--- config.mk ---
export PLATFORM = sky130hd
export DESIGN_NAME = hash_message_block_padder
export DESIGN_NICKNAME = d
export VERILOG_FILES = /design/src/hdl/hmbp_pkg.sv /design/src/hdl/hmbp_store.sv /design/src/hdl/hmbp_compose.sv /design/src/hdl/hash_message_block_padder.sv
export SDC_FILE = /design/constraint.sdc
export NUM_CORES = 2
export LEC_CHECK = 0
export ABC_AREA = 0
export BUFFER_PORTS_ARGS = -buffer_cell sky130_fd_sc_hd__buf_4
export CAP_MARGIN = 20
export CORE_AREA = 4 4 392 394
export DETAILED_ROUTE_END_ITERATION = 6
export DIE_AREA = 0 0 396 398
export PLACE_DENSITY = 0.62
export SKIP_CTS_REPAIR_TIMING = 1
export SLEW_MARGIN = 20
export SYNTH_ARGS = -nofsm -noshare
export SYNTH_HDL_FRONTEND = slang
export SYNTH_HIERARCHICAL = 1
export SYNTH_SLANG_ARGS = --single-unit
--- constraint.sdc ---
create_clock -name clk -period 6.4 [get_ports clk]
set_clock_uncertainty 0.05 [all_clocks]
set_input_delay 1.28 -clock clk [delete_from_list [all_inputs] [get_ports clk]]
set_output_delay 1.28 -clock clk [all_outputs]
set_load 0.1 [all_outputs]
--- src/hdl/hmbp_pkg.sv ---
`timescale 1ns / 1ps
`default_nettype none
// ----------------------------------------------------------------------------
// hmbp_pkg - shared constants and types of the message block padder
// Holds the store geometry, the pad byte codes, the register indexes and the
// block description handed from the controller to the word composer.
// ----------------------------------------------------------------------------
package hmbp_pkg;

	localparam int STORE_BYTES = 128;
	localparam int LANES       = 8;
	localparam int WORD_W      = 64;
	localparam int STORE_WORDS = STORE_BYTES / LANES;
	localparam int WADDR_W     = $clog2(STORE_WORDS);
	// block positions cover the largest block of 128 bytes
	localparam int BPOS_W      = 7;
	localparam bit WIDE_OK     = (STORE_BYTES >= 128);

	localparam logic [7:0] PAD_BYTE      = 8'h80;
	localparam logic [7:0] PAD_MARK_BYTE = 8'h81;
	localparam logic [7:0] MARK_BYTE     = 8'h01;

	typedef enum logic [2:0] {
		CFG_BLOCK_SIZE   = 3'd0,
		CFG_LENGTH_WIDTH = 3'd1,
		CFG_COUNT_BLOCKS = 3'd2,
		CFG_LITTLE_END   = 3'd3,
		CFG_MARKER       = 3'd4,
		CFG_EXTRA_BLOCK  = 3'd5
	} cfg_idx_t;

	typedef enum logic [1:0] {
		LW_8  = 2'd0,
		LW_16 = 2'd1
	} len_width_t;

	// Description of the block being emitted.
	typedef struct packed {
		logic [BPOS_W:0]   mem_lim;    // bytes below this come from the store
		logic              pad_en;     // pad byte present
		logic              pad_mark;   // pad byte doubles as marker (0x81)
		logic [BPOS_W-1:0] pad_pos;
		logic              mark_en;    // 0x01 just before the length field
		logic              len_en;     // length field present
		logic              holds;      // block carries message bytes
		logic              len128;     // 128-byte block
		logic              little_end;
		logic [BPOS_W-1:0] len_idx;    // first byte of the length field
	} blk_t;

endpackage
`default_nettype wire

--- src/hdl/hmbp_store.sv ---
`timescale 1ns / 1ps
`default_nettype none
// ----------------------------------------------------------------------------
// hmbp_store - block buffer memory
// Word-wide synchronous memory with byte lane enables and a registered read
// port; lane 0 sits in the most significant byte of a word.
// ----------------------------------------------------------------------------
module hmbp_store
	import hmbp_pkg::*;
(
	input  wire logic                clk,
	input  wire logic                we,
	input  wire logic [WADDR_W-1:0]  waddr,
	input  wire logic [LANES-1:0]    wbe,
	input  wire logic [WORD_W-1:0]   wdata,
	input  wire logic                re,
	input  wire logic [WADDR_W-1:0]  raddr,
	output logic      [WORD_W-1:0]   rdata
);

	logic [WORD_W-1:0] mem_q [STORE_WORDS];
	logic [WORD_W-1:0] rdata_q;

	always_ff @(posedge clk) begin
		if (we) begin
			for (int l = 0; l < LANES; l++) begin
				if (wbe[l]) begin
					mem_q[waddr][(LANES-1-l)*8 +: 8] <= wdata[(LANES-1-l)*8 +: 8];
				end
			end
		end
		if (re) begin
			rdata_q <= mem_q[raddr];
		end
	end

	assign rdata = rdata_q;

endmodule
`default_nettype wire

--- src/hdl/hmbp_compose.sv ---
`timescale 1ns / 1ps
`default_nettype none
// ----------------------------------------------------------------------------
// hmbp_compose - padded block word builder
// Builds one output word from the stored word and the block description:
// message bytes, pad byte, marker byte, length field bytes or zero.
// ----------------------------------------------------------------------------
module hmbp_compose
	import hmbp_pkg::*;
(
	input  wire logic [WORD_W-1:0]  rdata,
	input  wire logic [WADDR_W-1:0] widx,
	input  wire blk_t               blk,
	input  wire logic [63:0]        lenv,
	output logic      [WORD_W-1:0]  word
);

	always_comb begin
		logic [BPOS_W-1:0] p;
		logic [BPOS_W-1:0] last_p;
		logic [BPOS_W-1:0] off_le;
		logic [BPOS_W-1:0] off_be;
		logic              in_le;
		logic              in_be;
		logic [7:0]        b;
		word   = '0;
		last_p = {blk.len128, 6'h3F};
		for (int l = 0; l < LANES; l++) begin
			p      = {widx, 3'(l)};
			off_le = p - blk.len_idx;
			off_be = last_p - p;
			in_le  = (p >= blk.len_idx) && (off_le < BPOS_W'(8));
			in_be  = (off_be < BPOS_W'(8));
			if ({1'b0, p} < blk.mem_lim) begin
				b = rdata[(LANES-1-l)*8 +: 8];
			end else if (blk.pad_en && (p == blk.pad_pos)) begin
				b = blk.pad_mark ? PAD_MARK_BYTE : PAD_BYTE;
			end else if (blk.mark_en && (p == blk.len_idx - BPOS_W'(1))) begin
				b = MARK_BYTE;
			end else if (blk.len_en && blk.little_end && in_le) begin
				b = lenv[{off_le[2:0], 3'b000} +: 8];
			end else if (blk.len_en && !blk.little_end && in_be) begin
				b = lenv[{off_be[2:0], 3'b000} +: 8];
			end else begin
				b = 8'h00;
			end
			word[(LANES-1-l)*8 +: 8] = b;
		end
	end

endmodule
`default_nettype wire

--- src/hdl/hash_message_block_padder.sv ---
`timescale 1ns / 1ps
`default_nettype none
// ----------------------------------------------------------------------------
// hash_message_block_padder - Merkle-Damgard message block padder
// Collects message bytes into 64- or 128-byte blocks in a word memory and
// emits full and padded blocks as 64-bit words.
// ----------------------------------------------------------------------------
// Usage:
//   Input items (req_type, data_byte) enter on in_valid / in_stall. A message
//   byte is written into the block memory; the byte that fills a block
//   starts its emission. A finalize item passes through ST_PREP to work out
//   the padding layout and the length value, then emits one or two blocks.
//   Result items leave on out_valid / out_stall, one 64-bit word per cycle
//   while the receiver keeps up, read from the memory port and patched on
//   the fly with pad, marker and length bytes.
//   The first word of a block passes the memory read register and the word
//   register after the filling byte is accepted, after ST_PREP for a finalize
//   item; a byte that fills no block leaves the input ready for the next item.
//   The one-port read path of the memory sets the pace of one word a cycle.
//   in_stall is high while a block is being emitted or padding is prepared.
//   A stall on the output holds the word register and pauses memory reads.
//   Reset clears the byte count, the configuration registers and the control
//   state; the block memory is not cleared, so there is no start-up pass.
//   Configuration writes are taken at any time and must be made while idle.
// ----------------------------------------------------------------------------
module hash_message_block_padder
	import hmbp_pkg::*;
(
	input  wire logic        clk,
	input  wire logic        arst_n,
	// input items
	input  wire logic        in_valid,
	output logic             in_stall,
	input  wire logic        req_type,
	input  wire logic [7:0]  data_byte,
	// result items
	output logic             out_valid,
	input  wire logic        out_stall,
	output logic [63:0]      block_word,
	output logic [3:0]       word_index,
	output logic             last_word_of_block,
	output logic             block_holds_data,
	output logic             last_of_run,
	// configuration
	input  wire logic        cfg_we,
	input  wire logic [2:0]  cfg_index,
	input  wire logic [1:0]  cfg_data
);

	typedef enum logic [2:0] {
		ST_IDLE = 3'b001,
		ST_PREP = 3'b010,
		ST_EMIT = 3'b100
	} state_t;

	state_t state_q;

	// configuration registers
	logic       bs_q;
	logic [1:0] lws_q;
	logic       cnt_mode_q;
	logic       le_q;
	logic       mark_q;
	logic       extra_q;

	logic [63:0]        byte_count_q;
	blk_t               blk_q;
	logic [63:0]        lenv_q;
	logic               two_q;     // a further block follows the current one
	logic [WADDR_W-1:0] w_q;
	logic               rdv_q;     // read data holds word w_q

	logic               out_valid_q;
	logic [WORD_W-1:0]  word_q;
	logic [3:0]         widx_q;
	logic               lwob_q;
	logic               holds_q;
	logic               lor_q;

	// ------------------------------------------------------------------
	// Block geometry and padding layout
	// ------------------------------------------------------------------
	logic              len128;
	logic [BPOS_W:0]   len_v;
	logic [5:0]        lw_bytes;
	logic [BPOS_W:0]   li8;
	logic [BPOS_W-1:0] li;
	logic [BPOS_W-1:0] pos;
	logic [BPOS_W-1:0] blk_last_pos;
	logic [BPOS_W-1:0] limit;
	logic              coincide;
	logic              ovf;
	logic              two;
	logic [63:0]       blkcnt;
	logic [63:0]       lenv_next;
	logic [1:0]        inc;

	assign len128       = bs_q & WIDE_OK;
	assign len_v        = len128 ? (BPOS_W+1)'(128) : (BPOS_W+1)'(64);
	assign blk_last_pos = {len128, 6'h3F};
	assign pos          = byte_count_q[BPOS_W-1:0] & blk_last_pos;

	always_comb begin
		case (lws_q)
			LW_8:    lw_bytes = 6'd8;
			LW_16:   lw_bytes = 6'd16;
			default: lw_bytes = 6'd32;  // unused code acts as 32 bytes
		endcase
	end

	assign li8   = len_v - {2'b00, lw_bytes};
	assign li    = li8[BPOS_W-1:0];
	assign limit = mark_q ? (li - BPOS_W'(1)) : li;

	// pad byte lands on the marker slot: merge into 0x81, one block
	assign coincide = mark_q && !extra_q && (pos == li - BPOS_W'(1));
	// pad (and marker) do not fit before the length field
	assign ovf      = ({1'b0, pos} + (BPOS_W+1)'(1)) > {1'b0, limit};
	assign two      = !coincide && (ovf || extra_q);

	// block count gains one more when the pad spills into an extra block
	assign inc       = (!coincide && ovf) ? 2'd2 : 2'd1;
	assign blkcnt    = len128 ? (byte_count_q >> 7) : (byte_count_q >> 6);
	assign lenv_next = cnt_mode_q ? (blkcnt + {62'd0, inc}) : {byte_count_q[60:0], 3'b000};

	// ------------------------------------------------------------------
	// Handshakes and emission control
	// ------------------------------------------------------------------
	logic               in_acc;
	logic               out_free;
	logic               emit_fire;
	logic [WADDR_W-1:0] words_last;
	logic               last_word;

	assign in_stall   = (state_q != ST_IDLE);
	assign in_acc     = in_valid && !in_stall;
	assign out_free   = !out_valid_q || !out_stall;
	assign emit_fire  = (state_q == ST_EMIT) && rdv_q && out_free;
	assign words_last = len128 ? WADDR_W'(15) : WADDR_W'(7);
	assign last_word  = (w_q == words_last);

	// ------------------------------------------------------------------
	// Block memory: byte writes while idle, word write-back on emission
	// ------------------------------------------------------------------
	logic               mem_we;
	logic [WADDR_W-1:0] mem_waddr;
	logic [LANES-1:0]   mem_wbe;
	logic [WORD_W-1:0]  mem_wdata;
	logic               mem_re;
	logic [WADDR_W-1:0] mem_raddr;
	logic [WORD_W-1:0]  mem_rdata;
	logic [WORD_W-1:0]  comp_word;
	logic               byte_wr;

	assign byte_wr   = in_acc && !req_type;
	assign mem_we    = byte_wr || emit_fire;
	assign mem_waddr = (state_q == ST_IDLE) ? pos[BPOS_W-1:3] : w_q;
	assign mem_wbe   = (state_q == ST_IDLE) ? (LANES'(1) << pos[2:0]) : {LANES{1'b1}};
	assign mem_wdata = (state_q == ST_IDLE) ? {LANES{data_byte}} : comp_word;

	// read the current word first, then one ahead of each emitted word
	assign mem_re    = (state_q == ST_EMIT) &&
	                   (!rdv_q || (emit_fire && !(last_word && !two_q)));
	assign mem_raddr = !rdv_q ? w_q : (last_word ? '0 : w_q + WADDR_W'(1));

	hmbp_store u_store (
		.clk   (clk),
		.we    (mem_we),
		.waddr (mem_waddr),
		.wbe   (mem_wbe),
		.wdata (mem_wdata),
		.re    (mem_re),
		.raddr (mem_raddr),
		.rdata (mem_rdata)
	);

	hmbp_compose u_compose (
		.rdata (mem_rdata),
		.widx  (w_q),
		.blk   (blk_q),
		.lenv  (lenv_q),
		.word  (comp_word)
	);

	// ------------------------------------------------------------------
	// Configuration registers
	// ------------------------------------------------------------------
	always_ff @(posedge clk or negedge arst_n) begin
		if (!arst_n) begin
			bs_q       <= 1'b0;
			lws_q      <= 2'd0;
			cnt_mode_q <= 1'b0;
			le_q       <= 1'b0;
			mark_q     <= 1'b0;
			extra_q    <= 1'b0;
		end else if (cfg_we) begin
			unique case (cfg_index)
				CFG_BLOCK_SIZE:   bs_q       <= cfg_data[0];
				CFG_LENGTH_WIDTH: lws_q      <= cfg_data;
				CFG_COUNT_BLOCKS: cnt_mode_q <= cfg_data[0];
				CFG_LITTLE_END:   le_q       <= cfg_data[0];
				CFG_MARKER:       mark_q     <= cfg_data[0];
				CFG_EXTRA_BLOCK:  extra_q    <= cfg_data[0];
				default: ;  // drop writes beyond the register list
			endcase
		end
	end

	// ------------------------------------------------------------------
	// Control state
	// ------------------------------------------------------------------
	always_ff @(posedge clk or negedge arst_n) begin
		if (!arst_n) begin
			state_q      <= ST_IDLE;
			byte_count_q <= '0;
			two_q        <= 1'b0;
			w_q          <= '0;
			rdv_q        <= 1'b0;
			out_valid_q  <= 1'b0;
		end else begin
			if (emit_fire) begin
				out_valid_q <= 1'b1;
			end else if (!out_stall) begin
				out_valid_q <= 1'b0;
			end
			unique case (state_q)
				ST_IDLE: begin
					if (in_acc) begin
						if (req_type) begin
							state_q <= ST_PREP;
						end else begin
							byte_count_q <= byte_count_q + 64'd1;
							// the filling byte starts emission of the block
							if (pos == blk_last_pos) begin
								two_q   <= 1'b0;
								w_q     <= '0;
								rdv_q   <= 1'b0;
								state_q <= ST_EMIT;
							end
						end
					end
				end
				ST_PREP: begin
					byte_count_q <= '0;
					two_q        <= two;
					w_q          <= '0;
					rdv_q        <= 1'b0;
					state_q      <= ST_EMIT;
				end
				ST_EMIT: begin
					if (!rdv_q) begin
						rdv_q <= 1'b1;
					end else if (out_free) begin
						if (last_word) begin
							if (two_q) begin
								two_q <= 1'b0;
								w_q   <= '0;
							end else begin
								rdv_q   <= 1'b0;
								state_q <= ST_IDLE;
							end
						end else begin
							w_q <= w_q + WADDR_W'(1);
						end
					end
				end
				default: state_q <= ST_IDLE;
			endcase
		end
	end

	// ------------------------------------------------------------------
	// Block description, length value and output word register
	// ------------------------------------------------------------------
	always_ff @(posedge clk) begin
		if ((state_q == ST_IDLE) && byte_wr) begin
			// a full block straight from the store
			blk_q.mem_lim    <= len_v;
			blk_q.pad_en     <= 1'b0;
			blk_q.pad_mark   <= 1'b0;
			blk_q.pad_pos    <= '0;
			blk_q.mark_en    <= 1'b0;
			blk_q.len_en     <= 1'b0;
			blk_q.holds      <= 1'b1;
			blk_q.len128     <= len128;
			blk_q.little_end <= le_q;
			blk_q.len_idx    <= li;
		end else if (state_q == ST_PREP) begin
			// first padded block: message bytes, the pad byte and, if it is the only one, marker and length
			blk_q.mem_lim    <= {1'b0, pos};
			blk_q.pad_en     <= 1'b1;
			blk_q.pad_mark   <= coincide;
			blk_q.pad_pos    <= pos;
			blk_q.mark_en    <= mark_q && !two && !coincide;
			blk_q.len_en     <= !two;
			blk_q.holds      <= (pos != '0);
			blk_q.len128     <= len128;
			blk_q.little_end <= le_q;
			blk_q.len_idx    <= li;
			lenv_q           <= lenv_next;
		end else if (emit_fire && last_word && two_q) begin
			// closing block: zeros, marker and length only
			blk_q.mem_lim <= '0;
			blk_q.pad_en  <= 1'b0;
			blk_q.mark_en <= mark_q;
			blk_q.len_en  <= 1'b1;
			blk_q.holds   <= 1'b0;
		end
		if (emit_fire) begin
			word_q  <= comp_word;
			widx_q  <= 4'(w_q);
			lwob_q  <= last_word;
			holds_q <= blk_q.holds;
			lor_q   <= last_word && !two_q;
		end
	end

	assign out_valid          = out_valid_q;
	assign block_word         = word_q;
	assign word_index         = widx_q;
	assign last_word_of_block = lwob_q;
	assign block_holds_data   = holds_q;
	assign last_of_run        = lor_q;

`ifndef SYNTH
	a_run_ends_block: assert property (@(posedge clk) disable iff (!arst_n)
		out_valid && last_of_run |-> last_word_of_block)
		else $error("run ended inside a block");

	a_count_cleared: assert property (@(posedge clk) disable iff (!arst_n)
		$past(state_q == ST_PREP) |-> (byte_count_q == '0))
		else $error("byte count not cleared after finalize");

	a_idle_quiet: assert property (@(posedge clk) disable iff (!arst_n)
		(state_q == ST_IDLE) |-> (!rdv_q && !two_q))
		else $error("emission state left over while idle");

	a_block_end_index: assert property (@(posedge clk) disable iff (!arst_n)
		out_valid && last_word_of_block |-> (word_index == 4'd7 || word_index == 4'd15))
		else $error("block ended at a wrong word index");
`endif

endmodule
`default_nettype wire
## Word level (Yosys, flattened, before mapping)

Memory sizes are Yosys's and may differ from the RTL's. A register that Yosys moved wholly into a read port is not among the register bits.
Index checks and enable logic that the tools add are counted.

| storage, ports and cells | value |
|---|---|
| RAM bits | 1024 |
| register bits after elaboration | 245 |
| input port bits | 19 |
| output and inout port bits | 73 |
| memories kept | 1 |

Memories:

| memory | depth | width | read ports | clocked after Yosys merged registers in | write ports | RTL line | RTL |
|---|---|---|---|---|---|---|---|
| u_store.mem_q | 16 | 64 | 1 | 1 | 1 | hmbp_store.sv:21 | `logic [WORD_W-1:0] mem_q [STORE_WORDS];` |

| cells by class | value |
|---|---|
| add/subtract/negate cells | 23 |
| $lt $le $gt $ge | 33 |
| reduce and logical (&&, ||, !) cells | 93 |
| bitwise gates (word level) | 2 |
| muxes and demuxes | 117 |
| shifts and indexed selects | 17 |
| eq/ne operators | 39 |

Operator list:

| kind | number |
|---|---|
| variable part select 64 x 7 -> 8 bit | 16 |
| two-way mux 8 bit | 43 |
| two-way mux 64 bit | 4 |
| one-hot mux 64 bit (2 select lines) | 1 |
| equality test 7 bit | 18 |
| < comparator 7 x 4 -> 1 bit (second input constant) | 16 |
| subtractor 7 bit | 16 |
| adder 64 x 1 -> 64 bit (second input constant) | 1 |
| < comparator 7 x 8 -> 1 bit | 8 |
| adder 58 x 2 -> 59 bit | 1 |
| logical AND 1 bit | 58 |
| two-way mux 58 bit | 1 |
| >= comparator 7 bit | 8 |
| two-way mux 4 bit | 11 |
| two-way mux 1 bit | 37 |
| two-way mux 29 bit | 1 |
| two-way mux 3 bit | 9 |
| two-way mux 9 bit | 3 |
| inequality test 2 bit (second input constant) | 7 |
| AND reduction 2 bit | 7 |
| AND reduction 7 bit | 2 |
| subtractor 7 x 1 -> 7 bit (second input constant) | 2 |
| one-hot mux 4 bit (3 select lines) | 1 |
| one-hot mux 6 bit (2 select lines) | 1 |
| other kinds (29) | 52 |

## Depth between registers and ports, before layout

| depth | value |
|---|---|
| depth after elaboration | 13 |
| depth in mapped cells | 21 |
| gate-level depth less buffers | 20 |

## Modules after synthesis

The synthesis kept the hierarchy.

Modules (own cells, without submodules):

| module | cells an instance | times used | seq. area each (µm²) | area an instance (µm²) |
|---|---|---|---|---|
| hmbp_store | 1791 | 1 | 32671.3 | 40745.3 |
| hash_message_block_padder | 1311 | 1 | 6742.7 | 13399.1 |
| hmbp_compose | 710 | 1 | 0.0 | 5474.0 |

## Least setup slack after synthesis

Ideal clock, no wire load.

| timing | value |
|---|---|
| kind | input port to flip-flop |
| from | input out_stall |
| to | register u_store.rdata_q[0], in the netlist u_store/rdata[0], read port of u_store.mem_q (enable) |
| buffers on the path | 0 |
| setup time | 0.507 ns |
| setup slack | 1.244 ns |
| arrival | 4.599 ns |
| cell stages on the path | 3 |
| cells stage by stage | nand2_1 o21ai_0 a21oi_1 |

| on the way | value |
|---|---|
| cells in the longest elaborated chain, start to end | 6 |

Ends and longest elaborated chain:

| item | RTL line | RTL |
|---|---|---|
| from (decl) | hash_message_block_padder.sv:38 | `input wire logic out_stall,` |
| zero test 1 bit | -- |  |
| logical OR 1 bit | hash_message_block_padder.sv:137 | `assign out_free = !out_valid_q \|\| !out_stall;` |
| logical AND 1 bit | hash_message_block_padder.sv:138 | `assign emit_fire = (state_q == ST_EMIT) && rdv_q && out_free;` |
| logical AND 1 bit | hash_message_block_padder.sv:163 | `(!rdv_q \|\| (emit_fire && !(last_word && !two_q)));` |
| logical OR 1 bit | hash_message_block_padder.sv:163 |  |
| logical AND 1 bit | hash_message_block_padder.sv:162 | `assign mem_re = (state_q == ST_EMIT) &&` |
| net mem_re | hash_message_block_padder.sv:149 | `logic mem_re;` |
| to (decl) | hmbp_store.sv:22 | `logic [WORD_W-1:0] rdata_q;` |

The timed path passes the listed nets, and every way through them passes these cells.
A chain may end at the register's enable or synchronous reset.

## Worst setup path in the final report

| timing | value |
|---|---|
| from | register byte_count_q[0] |
| to | register lenv_q[42], data pin |

| on the way | value |
|---|---|
| cells in the longest elaborated chain, start to end | 8 |
| elaborated cells between the ends (all ways) | 10 |
| those cells by class | add/sub (2); order compare (1); eq/ne (1); mux (2); bitwise (1); reduce/logical (3) |

Ends and longest elaborated chain:

| item | RTL line | RTL |
|---|---|---|
| from (decl) | hash_message_block_padder.sv:66 | `logic [63:0] byte_count_q;` |
| from (signal assigned) | hash_message_block_padder.sv:232 | `byte_count_q <= byte_count_q + 64'd1;` |
| bitwise AND 7 bit (*) | hash_message_block_padder.sv:101 | `assign pos = byte_count_q[BPOS_W-1:0] & blk_last_pos;` |
| parallel branches: the longest is 3 deep, another holds adder 7 x 1 -> 8 bit | -- |  |
| logical AND 1 bit (*) | hash_message_block_padder.sv:122 | `assign inc = (!coincide && ovf) ? 2'd2 : 2'd1;` |
| two-way mux 2 bit (*) | hash_message_block_padder.sv:122 |  |
| adder 58 x 2 -> 59 bit (*) | hash_message_block_padder.sv:124 | `assign lenv_next = cnt_mode_q ? (blkcnt + {62'd0, inc}) : {byte_count_q[60:0], 3'b000};` |
| two-way mux 64 bit (*) | hash_message_block_padder.sv:124 |  |
| net lenv_next[42] | hash_message_block_padder.sv:95 | `logic [63:0] lenv_next;` |
| to (signal assigned) | hash_message_block_padder.sv:300 | `lenv_q <= lenv_next;` |
| to (decl) | hash_message_block_padder.sv:68 | `logic [63:0] lenv_q;` |

Mark *: on every way through the listed nets, which the timed path passes.

==> results.json <==
{
  "grt_start_max_net_pins": 124,
  "cts_num_sinks": 1330,
  "cp.required_ps": 6880,
  "most-common-layout-cells": "edfxtp_1 (1237), nand2_1 (322), mux4_2 (298)",
  "max_clock_freq_ghz": 0.189,
  "die_x_um": 396,
  "cts.clk_slew.worst_paths_ps": 60,
  "drcViolationCount": 0,
  "clkLatencyLatePin_ps": 800,
  "cts_buffer_depth": 3,
  "netlist_instances": 3812,
  "final_common_cell": "edfxtp_1",
  "synth_flop_cell": "edfxtp_1",
  "cp_max_fo": 10,
  "cts-root-buf": "clkbuf_16",
  "worst_pin_slew_ps": 1250,
  "fp.dieArea_um2": 158000,
  "ant_nets": 0,
  "end_kind": "register",
  "ys_ff_latch": 1330,
  "gp_congestion": 0.943,
  "status": "complete, no violations",
  "fin_setup_tns_ps": 0,
  "syn-mean-instance-area_um2": 15.6,
  "num_vias": 35300,
  "drt_first_pass_iters": 6,
  "synth_area_leaders": "edfxtp_1 (62%), mux4_2 (11%), dfrtp_1 (3.4%)",
  "cellLeakagePower_nw": 22.2,
  "cts_made_buffers": 139,
  "maxSlewViolCount": 0,
  "hold_class": "in -> async",
  "min_period_ps": 5300,
  "synth_edf_count": 1237,
  "port_buffers": 91,
  "yosysUniqueCellTypes": 95,
  "crit_path_start_kind": "register",
  "synth_top_area_cell": "edfxtp_1",
  "yosysTopAreaCellShare": 0.623,
  "routed_wl_um": 171000,
  "gr-usage-all-layers": 0.215,
  "drive_above_1_share": 0.190,
  "maxCapViolCount": 0,
  "arrival_ps": 5790,
  "grt_first_pass_wirelength_um": 247000,
  "final_net_count": 3940,
  "ir_drop_mv": 0.325,
  "slew_headroom": 0.165,
  "initial_core_util": 0.398,
  "rsz0062_at_grt": "false",
  "rows": 142,
  "routedWlPerCell_um": 28.5,
  "syn_area_um2": 59600,
  "ys_warn_count": 6,
  "die_h_um": 398,
  "via_per_inst": 5.88,
  "coreArea_um2": 150000,
  "worst-setup-path-type": "reg -> reg",
  "antenna_found_initial": 11,
  "dpl.hpwl_um": 113000,
  "overflow": 0,
  "finalSetupViolCount": 0,
  "finalCritPeriodShare": 0.829,
  "r2r_cells": 17,
  "ys_seq_area_frac": 0.661,
  "totalPowerFinal_mw": 30.7,
  "ios": 92,
  "grt_pass1_vias": 34600,
  "hold_viol": 0,
  "powerDensity_nw_per_um2": 458,
  "cts_tree": "done",
  "area_growth_pct": 12.4,
  "drt-initial-drc-count": 4041,
  "async_reset_ff_frac": 0.0609,
  "cts.htree.levels": 4
}
==> cell type report <==
cell class / instances / area, um^2
Antenna cell: 2 / 5.00
Clock inverter: 72 / 860
Sequential cell: 1330 / 39400
Fill cell: 13000 / 82800
Clock buffer: 176 / 3760
Inverter: 75 / 285
Tap cell: 2016 / 2520
Multi-Input combinational cell: 2188 / 19000
Timing Repair Buffer: 144 / 1190
==> critical path, stage by stage (launching register included) <==
cell       delay [ps]
dfrtp_1           490
ha_1              280
nand3_1           180
nor2_1            310
xnor2_1           130
ha_1              320
nand3_1           110
nor2_1             60
a211o_1           260
a21oi_1           380
fa_1              340
nand3_1           190
a2111oi_4         460
nand4_2           460
nor2_1            450
nand2_1           130
xor2_1            180
mux2_2            260
==> sequential cells by signal, summed over array words and instances (netlist names) <==
register / flops
lenv_q: 64
block_word: 64
last_word_of_block: 1
blk_q: 26
cnt_mode_q: 1
lws_q: 2
two_q: 1
last_of_run: 1
rdv_q: 1
mark_q: 1
u_store/rdata: 64
byte_count_q: 64
block_holds_data: 1
le_q: 1
w_q: 4
state_q: 3
word_index: 4
bs_q: 1
u_store/mem_q: 1024
out_valid: 1
extra_q: 1
==> Yosys cell counts, drive strengths merged (5+ instances only) <==
cell / instances
nand4b: 5
buf: 103
a22o: 17
xnor2: 80
o22ai: 10
a221oi: 8
edfxtp: 1237
nand2: 324
mux4: 298
nand3b: 5
nor3b: 6
xor2: 65
nor2b: 33
a32oi: 8
a21oi: 93
nor4b: 7
nand3: 71
ha: 41
a211oi: 14
a21boi: 9
nor3: 34
nand4: 38
a21o: 82
mux2: 62
nand2b: 21
a31oi: 6
o31ai: 6
inv: 75
mux2i: 100
and2: 26
clkbuf: 137
o211ai: 5
and3: 22
o221ai: 21
or2: 7
nor4: 23
dfxtp: 12
or3: 21
nor2: 273
dfrtp: 80
o21ai: 110
a2bb2oi: 8
a22oi: 146
==> report_power, final <==
group          total [mW]  internal, mW  switching, mW
Sequential           12.2          11.8          0.443
Combinational        10.3          3.69           6.62
Clock                8.20          4.80           3.40
==> logic make-up after synthesis <==
kind of cell,after synthesis,synth area share
xor+xnor,145,0.0213
simple gates,933,0.0744
fa+ha+maj,43,0.00928
compound gates,585,0.0689
mux,460,0.141
buf+inv,315,0.0238
other cells,1,0.0000629
flops,1330,0.661
==> stage by stage <==
stage / instances / hold slack, ps / worst slack, ps / util / cell area (um^2)
6_report: 6003 / 397 / 1100 / 0.447 / 67000
3_3_place_gp: 5750 / 402 / 1280 / 0.416 / 62300
4_1_cts: 6000 / 355 / 1180 / 0.447 / 67000
3_5_place_dp: 5752 / 412 / 1180 / 0.416 / 62300
2_1_floorplan: 3833 / 358 / 1240 / - / 59700
5_1_grt: 6001 / 403 / 686 / 0.447 / 67000
==> worst paths after layout <==
kind                                 start          endpoint  slack, ps
min in group clk                 blk_q[18]         blk_q[18]        420
setup / recovery           byte_count_q[0]        lenv_q[42]       1100
hold / removal                      arst_n   byte_count_q[0]        400
max in group asynchronous           arst_n  byte_count_q[46]       4840
hold reg to reg                  blk_q[18]         blk_q[18]        420
setup reg to reg           byte_count_q[0]        lenv_q[42]       1100
==> layer usage <==
metal	up-vias	GRT usage	part of all wire
li1	15100	-	-
met1	18200	0.286	0.39
met2	1646	0.334	0.46
met3	340	0.0517	0.092
met4	8	0.101	0.049
met5	-	0	0.00035
No activity file was read; power rests on OpenSTA's default activity.
